--- src/hw/rtl/lpht_pkg.sv ---
package lpht_pkg;

    localparam int KEY_W = 64;
    localparam int LEN_W = 4;
    localparam int VAL_W = 32;
    localparam int CAP_W = 7;
    localparam int HASH_W = 32;
    localparam logic [CAP_W-1:0] CAP_RESET = 7'd50;
    localparam logic [HASH_W-1:0] HASH_MUL = 32'd13;

    typedef enum logic [1:0] {
        MARK_EMPTY = 2'd0,
        MARK_LIVE  = 2'd1,
        MARK_TOMB  = 2'd2
    } t_mark;

    typedef enum logic [2:0] {
        ST_OK          = 3'd0,
        ST_EMPTY_KEY   = 3'd1,
        ST_FULL        = 3'd2,
        ST_DUP         = 3'd3,
        ST_TABLE_EMPTY = 3'd4,
        ST_NOT_FOUND   = 3'd5
    } t_status;

    typedef enum logic [1:0] {
        OP_INSERT = 2'd0,
        OP_REMOVE = 2'd1,
        OP_LOOKUP = 2'd2,
        OP_NOP    = 2'd3
    } t_op;

    typedef struct packed {
        t_mark              mark;
        logic [LEN_W-1:0]   len;
        logic [KEY_W-1:0]   key;
        logic [VAL_W-1:0]   value;
    } t_slot;

    typedef enum logic [2:0] {
        S_CLEAR,
        S_IDLE,
        S_HASH,
        S_FETCH,
        S_CHECK,
        S_RESP
    } t_state;

    typedef enum logic [1:0] {
        H_IDLE,
        H_HASH,
        H_MOD
    } t_hstate;

endpackage

--- src/hw/rtl/lpht_home.sv ---
module lpht_home #(
    parameter int SW = 6
) (
    input  logic                       i_clk,
    input  logic                       i_rst_n,
    input  logic                       i_start,
    input  logic [lpht_pkg::KEY_W-1:0] i_key,
    input  logic [lpht_pkg::LEN_W-1:0] i_len,
    input  logic [lpht_pkg::CAP_W-1:0] i_cap,
    output logic                       o_done,
    output logic [SW-1:0]              o_slot
);

    lpht_pkg::t_hstate r_state, n_state;
    logic [lpht_pkg::HASH_W-1:0] r_h, n_h;
    logic [lpht_pkg::KEY_W-1:0]  r_key, n_key;
    logic [lpht_pkg::LEN_W-1:0]  r_len, n_len;
    logic [lpht_pkg::CAP_W-1:0]  r_cap, n_cap;
    logic [2:0]                  r_idx, n_idx;
    logic [4:0]                  r_bit, n_bit;
    logic [lpht_pkg::CAP_W-1:0]  r_rem, n_rem;
    logic                        r_done, n_done;
    logic [SW-1:0]               r_slot, n_slot;

    logic [7:0]                  chr;
    logic [lpht_pkg::CAP_W:0]    rem_sh;
    logic [lpht_pkg::CAP_W:0]    rem_nx;

    // next state
    always_comb begin
        n_state = r_state;
        unique case (r_state)
            lpht_pkg::H_IDLE: begin
                if (i_start) n_state = lpht_pkg::H_HASH;
            end
            lpht_pkg::H_HASH: begin
                if ({1'b0, r_idx} + 4'd1 == r_len) n_state = lpht_pkg::H_MOD;
            end
            lpht_pkg::H_MOD: begin
                if (r_bit == 5'd31) n_state = lpht_pkg::H_IDLE;
            end
            default: n_state = lpht_pkg::H_IDLE;
        endcase
    end

    // one character per cycle, then restoring remainder one bit per cycle
    always_comb begin
        n_h    = r_h;
        n_key  = r_key;
        n_len  = r_len;
        n_cap  = r_cap;
        n_idx  = r_idx;
        n_bit  = r_bit;
        n_rem  = r_rem;
        n_done = 1'b0;
        n_slot = r_slot;
        chr    = r_key[8*r_idx +: 8];
        rem_sh = {r_rem, r_h[lpht_pkg::HASH_W-1]};
        rem_nx = rem_sh;
        if (rem_sh >= {1'b0, r_cap}) rem_nx = rem_sh - {1'b0, r_cap};
        unique case (r_state)
            lpht_pkg::H_IDLE: begin
                if (i_start) begin
                    n_h   = 32'd1;
                    n_key = i_key;
                    n_len = i_len;
                    n_cap = i_cap;
                    n_idx = '0;
                end
            end
            lpht_pkg::H_HASH: begin
                n_h   = r_h * lpht_pkg::HASH_MUL + {{24{chr[7]}}, chr};
                n_idx = r_idx + 3'd1;
                n_bit = '0;
                n_rem = '0;
            end
            lpht_pkg::H_MOD: begin
                n_rem = rem_nx[lpht_pkg::CAP_W-1:0];
                n_h   = {r_h[lpht_pkg::HASH_W-2:0], 1'b0};
                n_bit = r_bit + 5'd1;
                if (r_bit == 5'd31) begin
                    n_done = 1'b1;
                    n_slot = SW'(rem_nx[lpht_pkg::CAP_W-1:0]);
                end
            end
            default: ;
        endcase
    end

    always_ff @(posedge i_clk) begin
        if (!i_rst_n) begin
            r_state <= lpht_pkg::H_IDLE;
            r_done  <= 1'b0;
        end else begin
            r_state <= n_state;
            r_done  <= n_done;
        end
        r_h    <= n_h;
        r_key  <= n_key;
        r_len  <= n_len;
        r_cap  <= n_cap;
        r_idx  <= n_idx;
        r_bit  <= n_bit;
        r_rem  <= n_rem;
        r_slot <= n_slot;
    end

    assign o_done = r_done;
    assign o_slot = r_slot;

endmodule

--- config.mk ---
export PLATFORM = sky130hd
export DESIGN_NAME = lpht_home
export DESIGN_NICKNAME = d
export VERILOG_FILES = /design/src/hw/rtl/lpht_pkg.sv /design/src/hw/rtl/lpht_home.sv
export SDC_FILE = /design/constraint.sdc
export NUM_CORES = 1
export LEC_CHECK = 0
export BUFFER_PORTS_ARGS = -buffer_cell sky130_fd_sc_hd__buf_2
export CORE_UTILIZATION = 52
export CTS_CLUSTER_DIAMETER = 80
export DETAILED_ROUTE_END_ITERATION = 7
export GPL_ROUTABILITY_DRIVEN = 0
export GPL_TIMING_DRIVEN = 0
export PLACE_DENSITY = 0.69
export SLEW_MARGIN = 30
export SYNTH_ARGS = -nofsm -noshare
export SYNTH_HDL_FRONTEND = slang
export SYNTH_SLANG_ARGS = --single-unit
--- constraint.sdc ---
create_clock -name i_clk -period 14.3 [get_ports i_clk]
set_clock_uncertainty 0.2 [all_clocks]
set_input_delay 0.715 -clock i_clk [delete_from_list [all_inputs] [get_ports i_clk]]
set_output_delay 0.715 -clock i_clk [all_outputs]
set_load 0.05 [all_outputs]
==> Yosys cells after proc, flatten, opt, wreduce, memory -nomap -nowiden <==
Cells that the tools add are included.
{ "totals": {"ff_bits": 131, "inputBits": 78, "out_inout_bits": 7, "word_cells": 47} }
{ "op_classes": {"addsub": 5, "multipliers": 1, "order_cmp": 1, "eq_ne": 7, "n_shift": 1, "n_mux": 12, "n_reduce_logical": 10} }
{ "ops": {"columns": ["cell", "n"], "rows": [
  ["$pmux 32 s3", 1],
  ["$shiftx 64x7->8", 1],
  ["$add 32x32->32", 1],
  ["$mul 32x4->32 const B", 1],
  ["$mux 32", 1],
  ["$pmux 7 s2", 1],
  ["$pmux 5 s2", 1],
  ["$reduce_and 2->1", 5],
  ["$ge 8x7->1", 1],
  ["$mux 7", 1],
  ["$sub 7x7->7", 1],
  ["$mux 2", 3],
  ["$ne 2x2->1 const B", 3],
  ["$pmux 2 s3", 1],
  ["$pmux 3 s2", 1],
  ["$add 5x1->5 const B", 1],
  ["$eq 5x5->1 const B", 1],
  ["$add 3x1->4 const B", 1],
  ["$eq 4x4->1", 1],
  ["$reduce_bool 2->1", 2],
  ["$add 3x1->3 const B", 1],
  ["$mux 3", 1],
  ["$reduce_and 3->1", 1],
  ["$reduce_bool 3->1", 1],
  ["4 further kinds", 4]
]} }

==> Depth between registers and ports, before layout <==
Gate-level depths: netlist of run 1.
{ "logic_depth": {"ltp_word": 4, "ltp_mapped": 14, "mapped_depth_nobuf": 13} }

==> Worst setup path before layout of run 1 <==
OpenSTA, ideal clock, no wires.
{ "synth_timing": {"kind": "in2reg", "startpoint": "input port i_start", "endpoint": "register r_idx[0] (enable)", "setup_ns": 0.311, "t_arrival_ns": 4.170, "t_required_ns": 13.789, "path_slack_ns": 9.619, "path_stages": 3, "n_path_buf": 0, "cell_sequence": "inv_1 nor2_1 a21o_1"} }
{ "synth_between": {"elab_chain_len": 2} }
{ "synth_lines": {"columns": ["item", "line_no", "text"], "rows": [
  ["start, declared", "lpht_home.sv:6", "input logic i_start,"],
  ["$ne 2x2->1 (no line)", null, null],
  ["$reduce_and 2->1 (no line)", null, null],
  ["end signal, assigned", "lpht_home.sv:102", "r_idx <= n_idx;"],
  ["end, declared", "lpht_home.sv:19", "logic [2:0] r_idx, n_idx;"]
]} }
Every way passes these cells.
A chain may end at the register's enable or synchronous reset.

==> Worst setup path in the final report of run 1 <==
{ "layout_timing": {"startpoint": "register r_idx[1]", "endpoint": "register r_h[31] (netlist name), data pin"} }
{ "layout_between": {"elab_chain_len": 3} }
{ "layout_lines": {"columns": ["item", "line_no", "text"], "rows": [
  ["$shiftx 64x7->8", "lpht_home.sv:57", "chr = r_key[8*r_idx +: 8];"],
  ["$add 32x32->32", "lpht_home.sv:72", "n_h = r_h * lpht_pkg::HASH_MUL + {{24{chr[7]}}, chr};"],
  ["$pmux 32 s3", "lpht_home.sv:61", "unique case (r_state)"],
  ["via n_h, one bit", "lpht_home.sv:15", "logic [lpht_pkg::HASH_W-1:0] r_h, n_h;"],
  ["end signal, assigned", "lpht_home.sv:98", "r_h <= n_h;"],
  ["end, declared", "lpht_home.sv:15", null]
]} }
The timed path passes the listed nets, and every way through them passes these cells.

==> results_tabular.tex, run 1 <==
\begin{tabular}{lr}
\hline
Metric & Value \\
\hline
\multicolumn{2}{l}{\textbf{Setup path}} \\
\quad Slack of the worst reg-to-reg path & 9380 ps \\
\quad Data arrival time of the critical path & 4990 ps \\
\quad Kind of capture point of the worst setup path & register \\
\quad Required time of the critical path & 14370 ps \\
\quad FF-to-FF Start & r\_idx[1] \\
\quad Startpoint type of the worst setup path & register \\
\quad Largest fanout on the critical path & 10 \\
\quad Worst Reg2Reg Path Length in Cells & 14 \\
\quad Critical R2R Capture & r\_h[31] \\
\quad Start point of the critical path & r\_idx[1] \\
\quad Last element of the critical path & r\_h[31] \\
\quad Worst Setup Path Type & reg -> reg \\
\multicolumn{2}{l}{\textbf{Clock network}} \\
\quad Number of instances resized during post-cts repair & 0 \\
\quad Worst-path clk slew & 60 ps \\
\quad Buffer count from post-CTS setup fixing & 0 \\
\quad TritonCTS buffer count & 17 \\
\quad CTS max path bufs & 2 \\
\quad Clock tree from TritonCTS & built \\
\quad Post-CTS Hold Buffers & 0 \\
\quad CTS sink count & 131 \\
\quad Source-to-sink clock delay at the later pin of the worst-skew pair & 420 ps \\
\quad Buffer type at the clock tree root & sky130\_fd\_sc\_hd\_\_clkbuf\_16 \\
\quad Number of H-tree levels & 4 \\
\multicolumn{2}{l}{\textbf{Logic synthesis}} \\
\quad Top post-synthesis cells by area & sky130\_fd\_sc\_hd\_\_edfxtp\_1, sky130\_fd\_sc\_hd\_\_fa\_1, sky130\_fd\_sc\_hd\_\_ha\_1 \\
\quad Syn Nets & 1004 \\
\quad Cell type with the largest total area after synthesis & sky130\_fd\_sc\_hd\_\_edfxtp\_1 \\
\quad Sequential share of the synthesized area & 0.423 \\
\quad Area fraction of the dominant cell type after synthesis & 0.416 \\
\quad Number of register bits inferred by synthesis & 131 \\
\quad Number of enable-type register cells in the synthesized netlist & 128 \\
\quad Mean Syn Cell Area & 11.7 sq um \\
\quad Synthesis Warnings & 0 \\
\quad Mapped Area & 9230 sq um \\
\quad Post-synthesis async set-or-reset flop share & 0 \\
\quad Most frequently used flop master after synthesis & sky130\_fd\_sc\_hd\_\_edfxtp\_1 \\
\quad Yosys cell types & 62 \\
\quad Number of standard cells after synthesis & 792 \\
\multicolumn{2}{l}{\textbf{Flow run}} \\
\quad Max-Cap Viols & 0 \\
\multicolumn{2}{l}{\textbf{Final layout}} \\
\quad Total number of nets in the final design & 1114 \\
\quad Filler cell count & 1390 \\
\quad Area added between synthesis and finish & 16.1\% \\
\quad Commonest non-fill, non-tap cells in the layout & sky130\_fd\_sc\_hd\_\_inv\_1, sky130\_fd\_sc\_hd\_\_edfxtp\_1, sky130\_fd\_sc\_hd\_\_buf\_2, sky130\_fd\_sc\_hd\_\_ha\_1, sky130\_fd\_sc\_hd\_\_fa\_1 \\
\quad Most frequent standard cell in the layout excluding fill and tap cells & sky130\_fd\_sc\_hd\_\_inv\_1 \\
\quad Count of non-filler cells in the finished layout & 1142 \\
\quad Share of the core filled with cells in the final layout & 0.620 \\
\quad Register cell area after layout & 3900 sq um \\
\quad Total area of multi-input combinational cells & 4740 sq um \\
\quad Proportion of layout cells with a drive suffix above 1 & 0.177 \\
\multicolumn{2}{l}{\textbf{Placed design}} \\
\quad Port bufs & 84 \\
\quad Worst setup slack before clock tree synthesis & 9390 ps \\
\quad Cell count after placement & 1108 \\
\quad DP HPWL & 13.9 mm \\
\multicolumn{2}{l}{\textbf{Floorplan}} \\
\quad Top-Level Pins & 85 \\
\quad Die height & 135 microns \\
\quad Placeable core region & 17300 sq um \\
\quad Initial standard-cell utilization of the core & 0.534 \\
\quad Chip Width & 135 microns \\
\quad Core Rows & 48 \\
\quad Total Die Area & 18300 sq um \\
\multicolumn{2}{l}{\textbf{STA}} \\
\quad Minimum period implied by the final worst setup slack & 4920 ps \\
\quad Slack of the critical path & 9380 ps \\
\quad Slew of the pin with the lowest slew margin & 685 ps \\
\quad Worst rel slew slack & 0.543 \\
\quad Post-route fraction of the period consumed by the critical path & 0.344 \\
\quad Achievable frequency & 203 MHz \\
\quad Total Neg Setup Slack & 0 ps \\
\quad Number of max-slew violations in the final report & 0 \\
\quad Setup Viol. Count Final & 0 \\
\quad Unrepaired setup endpoints after global routing & false \\
\quad Final hold viol count & 0 \\
\multicolumn{2}{l}{\textbf{GRT}} \\
\quad Largest net degree at the start of global routing & 27 \\
\quad Global route total overflow & 0 \\
\quad Number of antenna violations at the first check in global routing & 2 \\
\quad Wire length of the first global-routing pass & 30.9 mm \\
\quad Tot GR Track Use & 0.219 \\
\quad Via count of the first global-routing pass & 6338 \\
\multicolumn{2}{l}{\textbf{Route}} \\
\quad Remaining antenna violation count after routing & 0 \\
\quad Post-Route WL & 18.3 mm \\
\quad Number of violations reported at the end of detailed-routing iteration 0 & 317 \\
\quad Via/cell ratio & 5.32 \\
\quad 1st-pass router iterations & 6 \\
\quad Wire length per cell & 16.0 microns \\
\quad Overall via count from detail\_route & 6081 \\
\quad DRC errors left & 0 \\
\multicolumn{2}{l}{\textbf{Hold path}} \\
\quad Instance count along the most critical hold path & 1 \\
\quad Worst min-delay path category & in -> reg \\
\multicolumn{2}{l}{\textbf{Run status}} \\
\quad Result of the run & completed \\
\hline
\end{tabular}
==> routing by layer <==
layer / routed length [microns] / global-route usage / vias up
met2: 8850 / 0.365 / 131
met1: 8490 / 0.292 / 2928
li1: - / - / 2998
met3: 581 / 0.0359 / 24
met4: 331 / 0.0743 / 0
met5: 0 / 0 / -
==> metrics by stage <==
| stage | hold WS, ps | instance area [sq um] |
|---|---|---|
| 2_1_floorplan | 335 | 9230 |
| 3_3_place_gp | 363 | 9930 |
| 5_1_grt | 250 | 10700 |
| 4_1_cts | 252 | 10700 |
| 6_report | 264 | 10700 |
| 3_5_place_dp | 379 | 10100 |
==> final cells by class <==
type | count | share of cell area
clock inverters | 14 | 0.0179
well taps | 225 | 0.0263
repair buffers | 91 | 0.0525
diodes | 2 | 0.000467
multi-input cells | 504 | 0.442
clock buffers | 18 | 0.0400
inverters | 136 | 0.0476
flip-flops and latches | 131 | 0.364
plain buffers | 21 | 0.00887
==> kinds of logic (layout without fill, tap and decap cells) <==
family / Yosys count / count (layout) / share of synthesized area
flip-flops: 131 / 131 / 0.423
AO/OA/AOI/OAI: 143 / 143 / 0.101
AND/OR/NAND/NOR: 157 / 157 / 0.0858
XOR/XNOR: 38 / 38 / 0.0361
adder cells (fa/ha/maj): 134 / 134 / 0.228
other: 0 / 2 / 0
multiplexers: 32 / 32 / 0.0603
buffers and inverters: 157 / 280 / 0.0656
==> how the worst min path moves through the flow <==
stage	from	end	slack, ps
floorplan	r_state[1]	r_state[1]	330
global placement	r_state[1]	r_state[1]	360
detailed placement	r_state[1]	r_state[1]	380
CTS	i_key[6]	r_key[6]	250
global route	i_key[45]	r_key[45]	250
finish	i_key[61]	r_key[61]	260
==> Yosys cell counts, types with 2 or more instances <==
cell,count
sky130_fd_sc_hd__inv_1,136
sky130_fd_sc_hd__edfxtp_1,128
sky130_fd_sc_hd__ha_1,77
sky130_fd_sc_hd__fa_1,57
sky130_fd_sc_hd__nand2_1,47
sky130_fd_sc_hd__a21oi_1,33
sky130_fd_sc_hd__o21ai_0,33
sky130_fd_sc_hd__nor2_1,32
sky130_fd_sc_hd__xnor2_1,22
sky130_fd_sc_hd__and2_1,18
sky130_fd_sc_hd__nor2b_1,17
sky130_fd_sc_hd__xor2_1,16
sky130_fd_sc_hd__clkbuf_1,13
sky130_fd_sc_hd__mux4_2,12
sky130_fd_sc_hd__a21o_1,11
sky130_fd_sc_hd__nand3_1,10
sky130_fd_sc_hd__a22oi_1,9
sky130_fd_sc_hd__nand4_1,9
sky130_fd_sc_hd__mux2i_1,8
sky130_fd_sc_hd__buf_2,7
sky130_fd_sc_hd__mux2_2,7
sky130_fd_sc_hd__a211oi_1,6
sky130_fd_sc_hd__a31oi_1,6
sky130_fd_sc_hd__nor3_1,6
sky130_fd_sc_hd__o21ai_1,6
sky130_fd_sc_hd__a21boi_0,5
sky130_fd_sc_hd__and3_1,5
sky130_fd_sc_hd__o21a_1,5
sky130_fd_sc_hd__mux4_1,4
sky130_fd_sc_hd__o211ai_1,4
sky130_fd_sc_hd__dfxtp_1,3
sky130_fd_sc_hd__nand2b_1,3
sky130_fd_sc_hd__o21bai_1,3
sky130_fd_sc_hd__o31ai_1,3
sky130_fd_sc_hd__or3_1,3
sky130_fd_sc_hd__o21ai_2,2
==> state kept, by name, indices dropped and copies added (netlist names) <==
name     flops
r_len        4
o_slot       6
r_rem        7
r_cap        7
r_state      2
r_h         32
r_bit        5
r_idx        3
r_key       64
o_done       1
==> worst max-delay path, stage by stage (launching register included) <==
cell and delay, ps:
sky130_fd_sc_hd__edfxtp_1 350, sky130_fd_sc_hd__clkbuf_1 420, sky130_fd_sc_hd__clkbuf_1 590, sky130_fd_sc_hd__mux4_1 390
sky130_fd_sc_hd__mux2_2 280, sky130_fd_sc_hd__ha_1 270, sky130_fd_sc_hd__ha_1 240, sky130_fd_sc_hd__fa_1 420
sky130_fd_sc_hd__a21oi_1 220, sky130_fd_sc_hd__nand4b_4 190, sky130_fd_sc_hd__a211oi_2 120, sky130_fd_sc_hd__o21ai_0 380
sky130_fd_sc_hd__o211ai_2 190, sky130_fd_sc_hd__or3_1 370, sky130_fd_sc_hd__nand4_1 140
Power of run 1 is not shown: default switching activity piles up to over one toggle a cycle in this logic, so the estimate is an artifact.
==> inputs of run 2 (changes only) <==
Settings changed: PLACE_DENSITY 0.69 to 0.72.
Clock period 14.3 ns to 4.1 ns, I/O delays scaled along.
==> run 2 against run 1 <==
The run now ends with setup timing left. Cell count grew 9.9%. Sequential share of layout area fell by 5.0 points. Clock-buffer cell count did not move. Worst hold slack got worse by 130 ps. Core utilization increased by 9.8 points. Global-route usage is 4.8 points higher. Wire length increased by 38%. Worst setup slack got worse by 9500 ps. Largest cell class unchanged. Highest routed layer unchanged.
==> results_tabular.tex, run 2 (same netlist as run 1, synthesis figures left out) <==
\begin{tabular}{lr}
\hline
Metric & Value \\
\hline
\multicolumn{2}{l}{\textbf{STA}} \\
\quad Minimum period implied by the final worst setup slack & 4200 ps (-729 ps) \\
\quad Number of max-slew violations in the final report & 0 (unchanged) \\
\quad Final hold viol count & 0 (unchanged) \\
\quad Worst rel slew slack & 0.524 (-0.0195) \\
\quad Unrepaired setup endpoints after global routing & true \\
\quad Setup Viol. Count Final & 9 (+9) \\
\quad Achievable frequency & 238 MHz (+17\%) \\
\quad Total Neg Setup Slack & -424 ps (-424 ps) \\
\quad Slack of the critical path & -95.3 ps (-9470 ps) \\
\quad Slew of the pin with the lowest slew margin & 714 ps (+29.2 ps) \\
\quad Post-route fraction of the period consumed by the critical path & 1.02 (+0.679) \\
\multicolumn{2}{l}{\textbf{Setup path}} \\
\quad FF-to-FF Start & r\_idx[0] \\
\quad Start point of the critical path & r\_idx[0] \\
\quad Library cell appearing most often on the critical path & sky130\_fd\_sc\_hd\_\_buf\_12 \\
\quad Worst Setup Path Type & reg -> reg \\
\quad Kind of capture point of the worst setup path & register \\
\quad Slowest cell on the critical path & sky130\_fd\_sc\_hd\_\_mux4\_2 \\
\quad Crit path cell chain & buf\_6 > buf\_12 > buf\_12 > mux4\_2 > mux2i\_4 > fa\_1 > inv\_2 > ha\_4 > a21oi\_2 > nand4b\_4 > a211oi\_4 > o2111a\_2 > o21ai\_2 > a21o\_1 > a32o\_1 \\
\quad Number of stages on the worst setup path & 15 (+1) \\
\quad Delay-heaviest family, CP & compound AO/OA/AOI/OAI gates \\
\quad Slack of the worst reg-to-reg path & -100 ps (-9470 ps) \\
\quad Largest stage delay on the critical path & 550 ps (-40 ps) \\
\quad Buffers \& Inverters on Critical Path & 4 (+2) \\
\quad Critical R2R Capture & r\_h[25] \\
\quad Startpoint type of the worst setup path & register \\
\quad Data arrival time of the critical path & 4170 ps (-820 ps) \\
\quad Required time of the critical path & 4070 ps (-10300 ps) \\
\quad Last element of the critical path & r\_h[25] \\
\quad Largest fanout on the critical path & 10 (unchanged) \\
\quad Worst Reg2Reg Path Length in Cells & 15 (+1) \\
\multicolumn{2}{l}{\textbf{Placed design}} \\
\quad DP HPWL & 14.0 mm (+1.1\%) \\
\quad Cell count after placement & 1107 (-0.090\%) \\
\quad Worst setup slack before clock tree synthesis & -596 ps (-9990 ps) \\
\quad Port bufs & 84 (unchanged) \\
\multicolumn{2}{l}{\textbf{Final layout}} \\
\quad Filler cell count & 1120 (-19\%) \\
\quad Total number of nets in the final design & 1229 (+10\%) \\
\quad Flip-flop count of the largest register after layout & 64 (unchanged) \\
\quad Total area of multi-input combinational cells & 5240 sq um (+11\%) \\
\quad Share of the core filled with cells in the final layout & 0.717 (+0.0975) \\
\quad Top register by number of flip-flops & r\_key \\
\quad Area added between synthesis and finish & 34.4\% \\
\quad Proportion of layout cells with a drive suffix above 1 & 0.280 (+0.103) \\
\quad Antenna Diode Count & 0 (-2) \\
\quad Register cell area after layout & 3900 sq um (unchanged) \\
\quad Largest registers in the final layout & r\_key: 64 flops, r\_h: 32 flops \\
\quad Commonest non-fill, non-tap cells in the layout & sky130\_fd\_sc\_hd\_\_inv\_1, sky130\_fd\_sc\_hd\_\_edfxtp\_1, sky130\_fd\_sc\_hd\_\_buf\_2, sky130\_fd\_sc\_hd\_\_dlygate4sd3\_1, sky130\_fd\_sc\_hd\_\_ha\_1 \\
\quad Count of non-filler cells in the finished layout & 1255 (+9.9\%) \\
\multicolumn{2}{l}{\textbf{Clock network}} \\
\quad Clock tree from TritonCTS & built \\
\quad TritonCTS buffer count & 17 (unchanged) \\
\quad Buffer type at the clock tree root & sky130\_fd\_sc\_hd\_\_clkbuf\_16 \\
\quad Source-to-sink clock delay at the later pin of the worst-skew pair & 430 ps (about the same) \\
\quad CTS max path bufs & 2 (unchanged) \\
\quad CTS sink count & 131 (unchanged) \\
\quad Worst-path clk slew & 60 ps (about the same) \\
\quad Number of H-tree levels & 4 (unchanged) \\
\multicolumn{2}{l}{\textbf{GRT}} \\
\quad Via count of the first global-routing pass & 7188 (+13\%) \\
\quad Wire length of the first global-routing pass & 36.9 mm (+19\%) \\
\quad Number of antenna violations at the first check in global routing & 0 (-2) \\
\quad Most heavily used metal layer in global routing & met2 \\
\quad Met3 Usage GRT & 0.0441 (+0.00823) \\
\quad Global route total overflow & 0 (unchanged) \\
\quad GR Layer Usage met1 & 0.322 (+0.0302) \\
\quad Tot GR Track Use & 0.267 (+0.0476) \\
\quad Met2 GRT Util & 0.477 (+0.113) \\
\quad Largest net degree at the start of global routing & 26 (-3.7\%) \\
\multicolumn{2}{l}{\textbf{Run status}} \\
\quad Result of the run & finished, violations left \\
\quad Violations in the final reports & setup timing \\
\multicolumn{2}{l}{\textbf{Hold path}} \\
\quad Instance count along the most critical hold path & 3 (+2) \\
\quad Worst min-delay path category & in -> reg \\
\quad Worst min-delay path startpoint & i\_start \\
\multicolumn{2}{l}{\textbf{Route}} \\
\quad DRC errors left & 0 (unchanged) \\
\quad Overall via count from detail\_route & 7078 (+16\%) \\
\quad Post-Route WL & 25.2 mm (+38\%) \\
\quad 1st-pass router iterations & 5 (-1) \\
\quad Wire length per cell & 20.1 microns (+26\%) \\
\quad Remaining antenna violation count after routing & 0 (unchanged) \\
\quad Via/cell ratio & 5.64 (+5.9\%) \\
\quad Number of violations reported at the end of detailed-routing iteration 0 & 710 (+120\%) \\
\multicolumn{2}{l}{\textbf{Floorplan}} \\
\quad Core Rows & 48 (unchanged) \\
\quad Total Die Area & 18300 sq um (unchanged) \\
\quad Top-Level Pins & 85 (unchanged) \\
\quad Placeable core region & 17300 sq um (unchanged) \\
\quad Chip Width & 135 microns (unchanged) \\
\quad Die height & 135 microns (unchanged) \\
\quad Initial standard-cell utilization of the core & 0.534 (unchanged) \\
\multicolumn{2}{l}{\textbf{Flow run}} \\
\quad Max-Cap Viols & 0 (unchanged) \\
\hline
\end{tabular}
==> run 2: repair_timing <==
action,4_1_cts,5_1_grt
setup endpoints to repair,25,22
resized for setup,36,77
gates cloned,0,2
endpoints found under the hold margin,78,0
pin swaps,12,32
setup buffers,16,25
hold buffers,76,0
==> run 2: stage by stage <==
stage | area [sq um] | hold WS, ps
global route | 12400 | 163
CTS | 11900 | 120
floorplan | 9340 | 104
global placement | 10000 | 182
detailed placement | 10200 | 183
finish | 12400 | 136
==> run 2: tightest hold or removal path, stage by stage <==
cell and delay (ps):
sky130_fd_sc_hd__buf_2 110, sky130_fd_sc_hd__inv_1 150, sky130_fd_sc_hd__nor2_4 110
==> run 2: worst min-delay path by stage <==
stage          endpoint  slack (ps)
2_1_floorplan  r_cap[0]         100
3_3_place_gp   r_key[8]         180
3_5_place_dp   r_key[1]         180
4_1_cts        r_len[2]         120
5_1_grt        r_key[2]         160
6_report       r_key[2]         140
==> run 2: cell type report <==
class                           instances  area share
Multi-Input combinational cell        504       0.423
Clock buffer                           18      0.0346
Inverter                              136      0.0411
Tap cell                              225      0.0227
Buffer                                 19      0.0110
Timing Repair Buffer                  208       0.138
Sequential cell                       131       0.315
Clock inverter                         14      0.0155
==> run 2: routing by layer <==
metal  vias up  part of all wire
met2       339              0.52
met5         -                 0
li1       3219                 -
met4         0             0.025
met3        64             0.058
met1      3456              0.39
Power of run 2 is left out for the same reason.
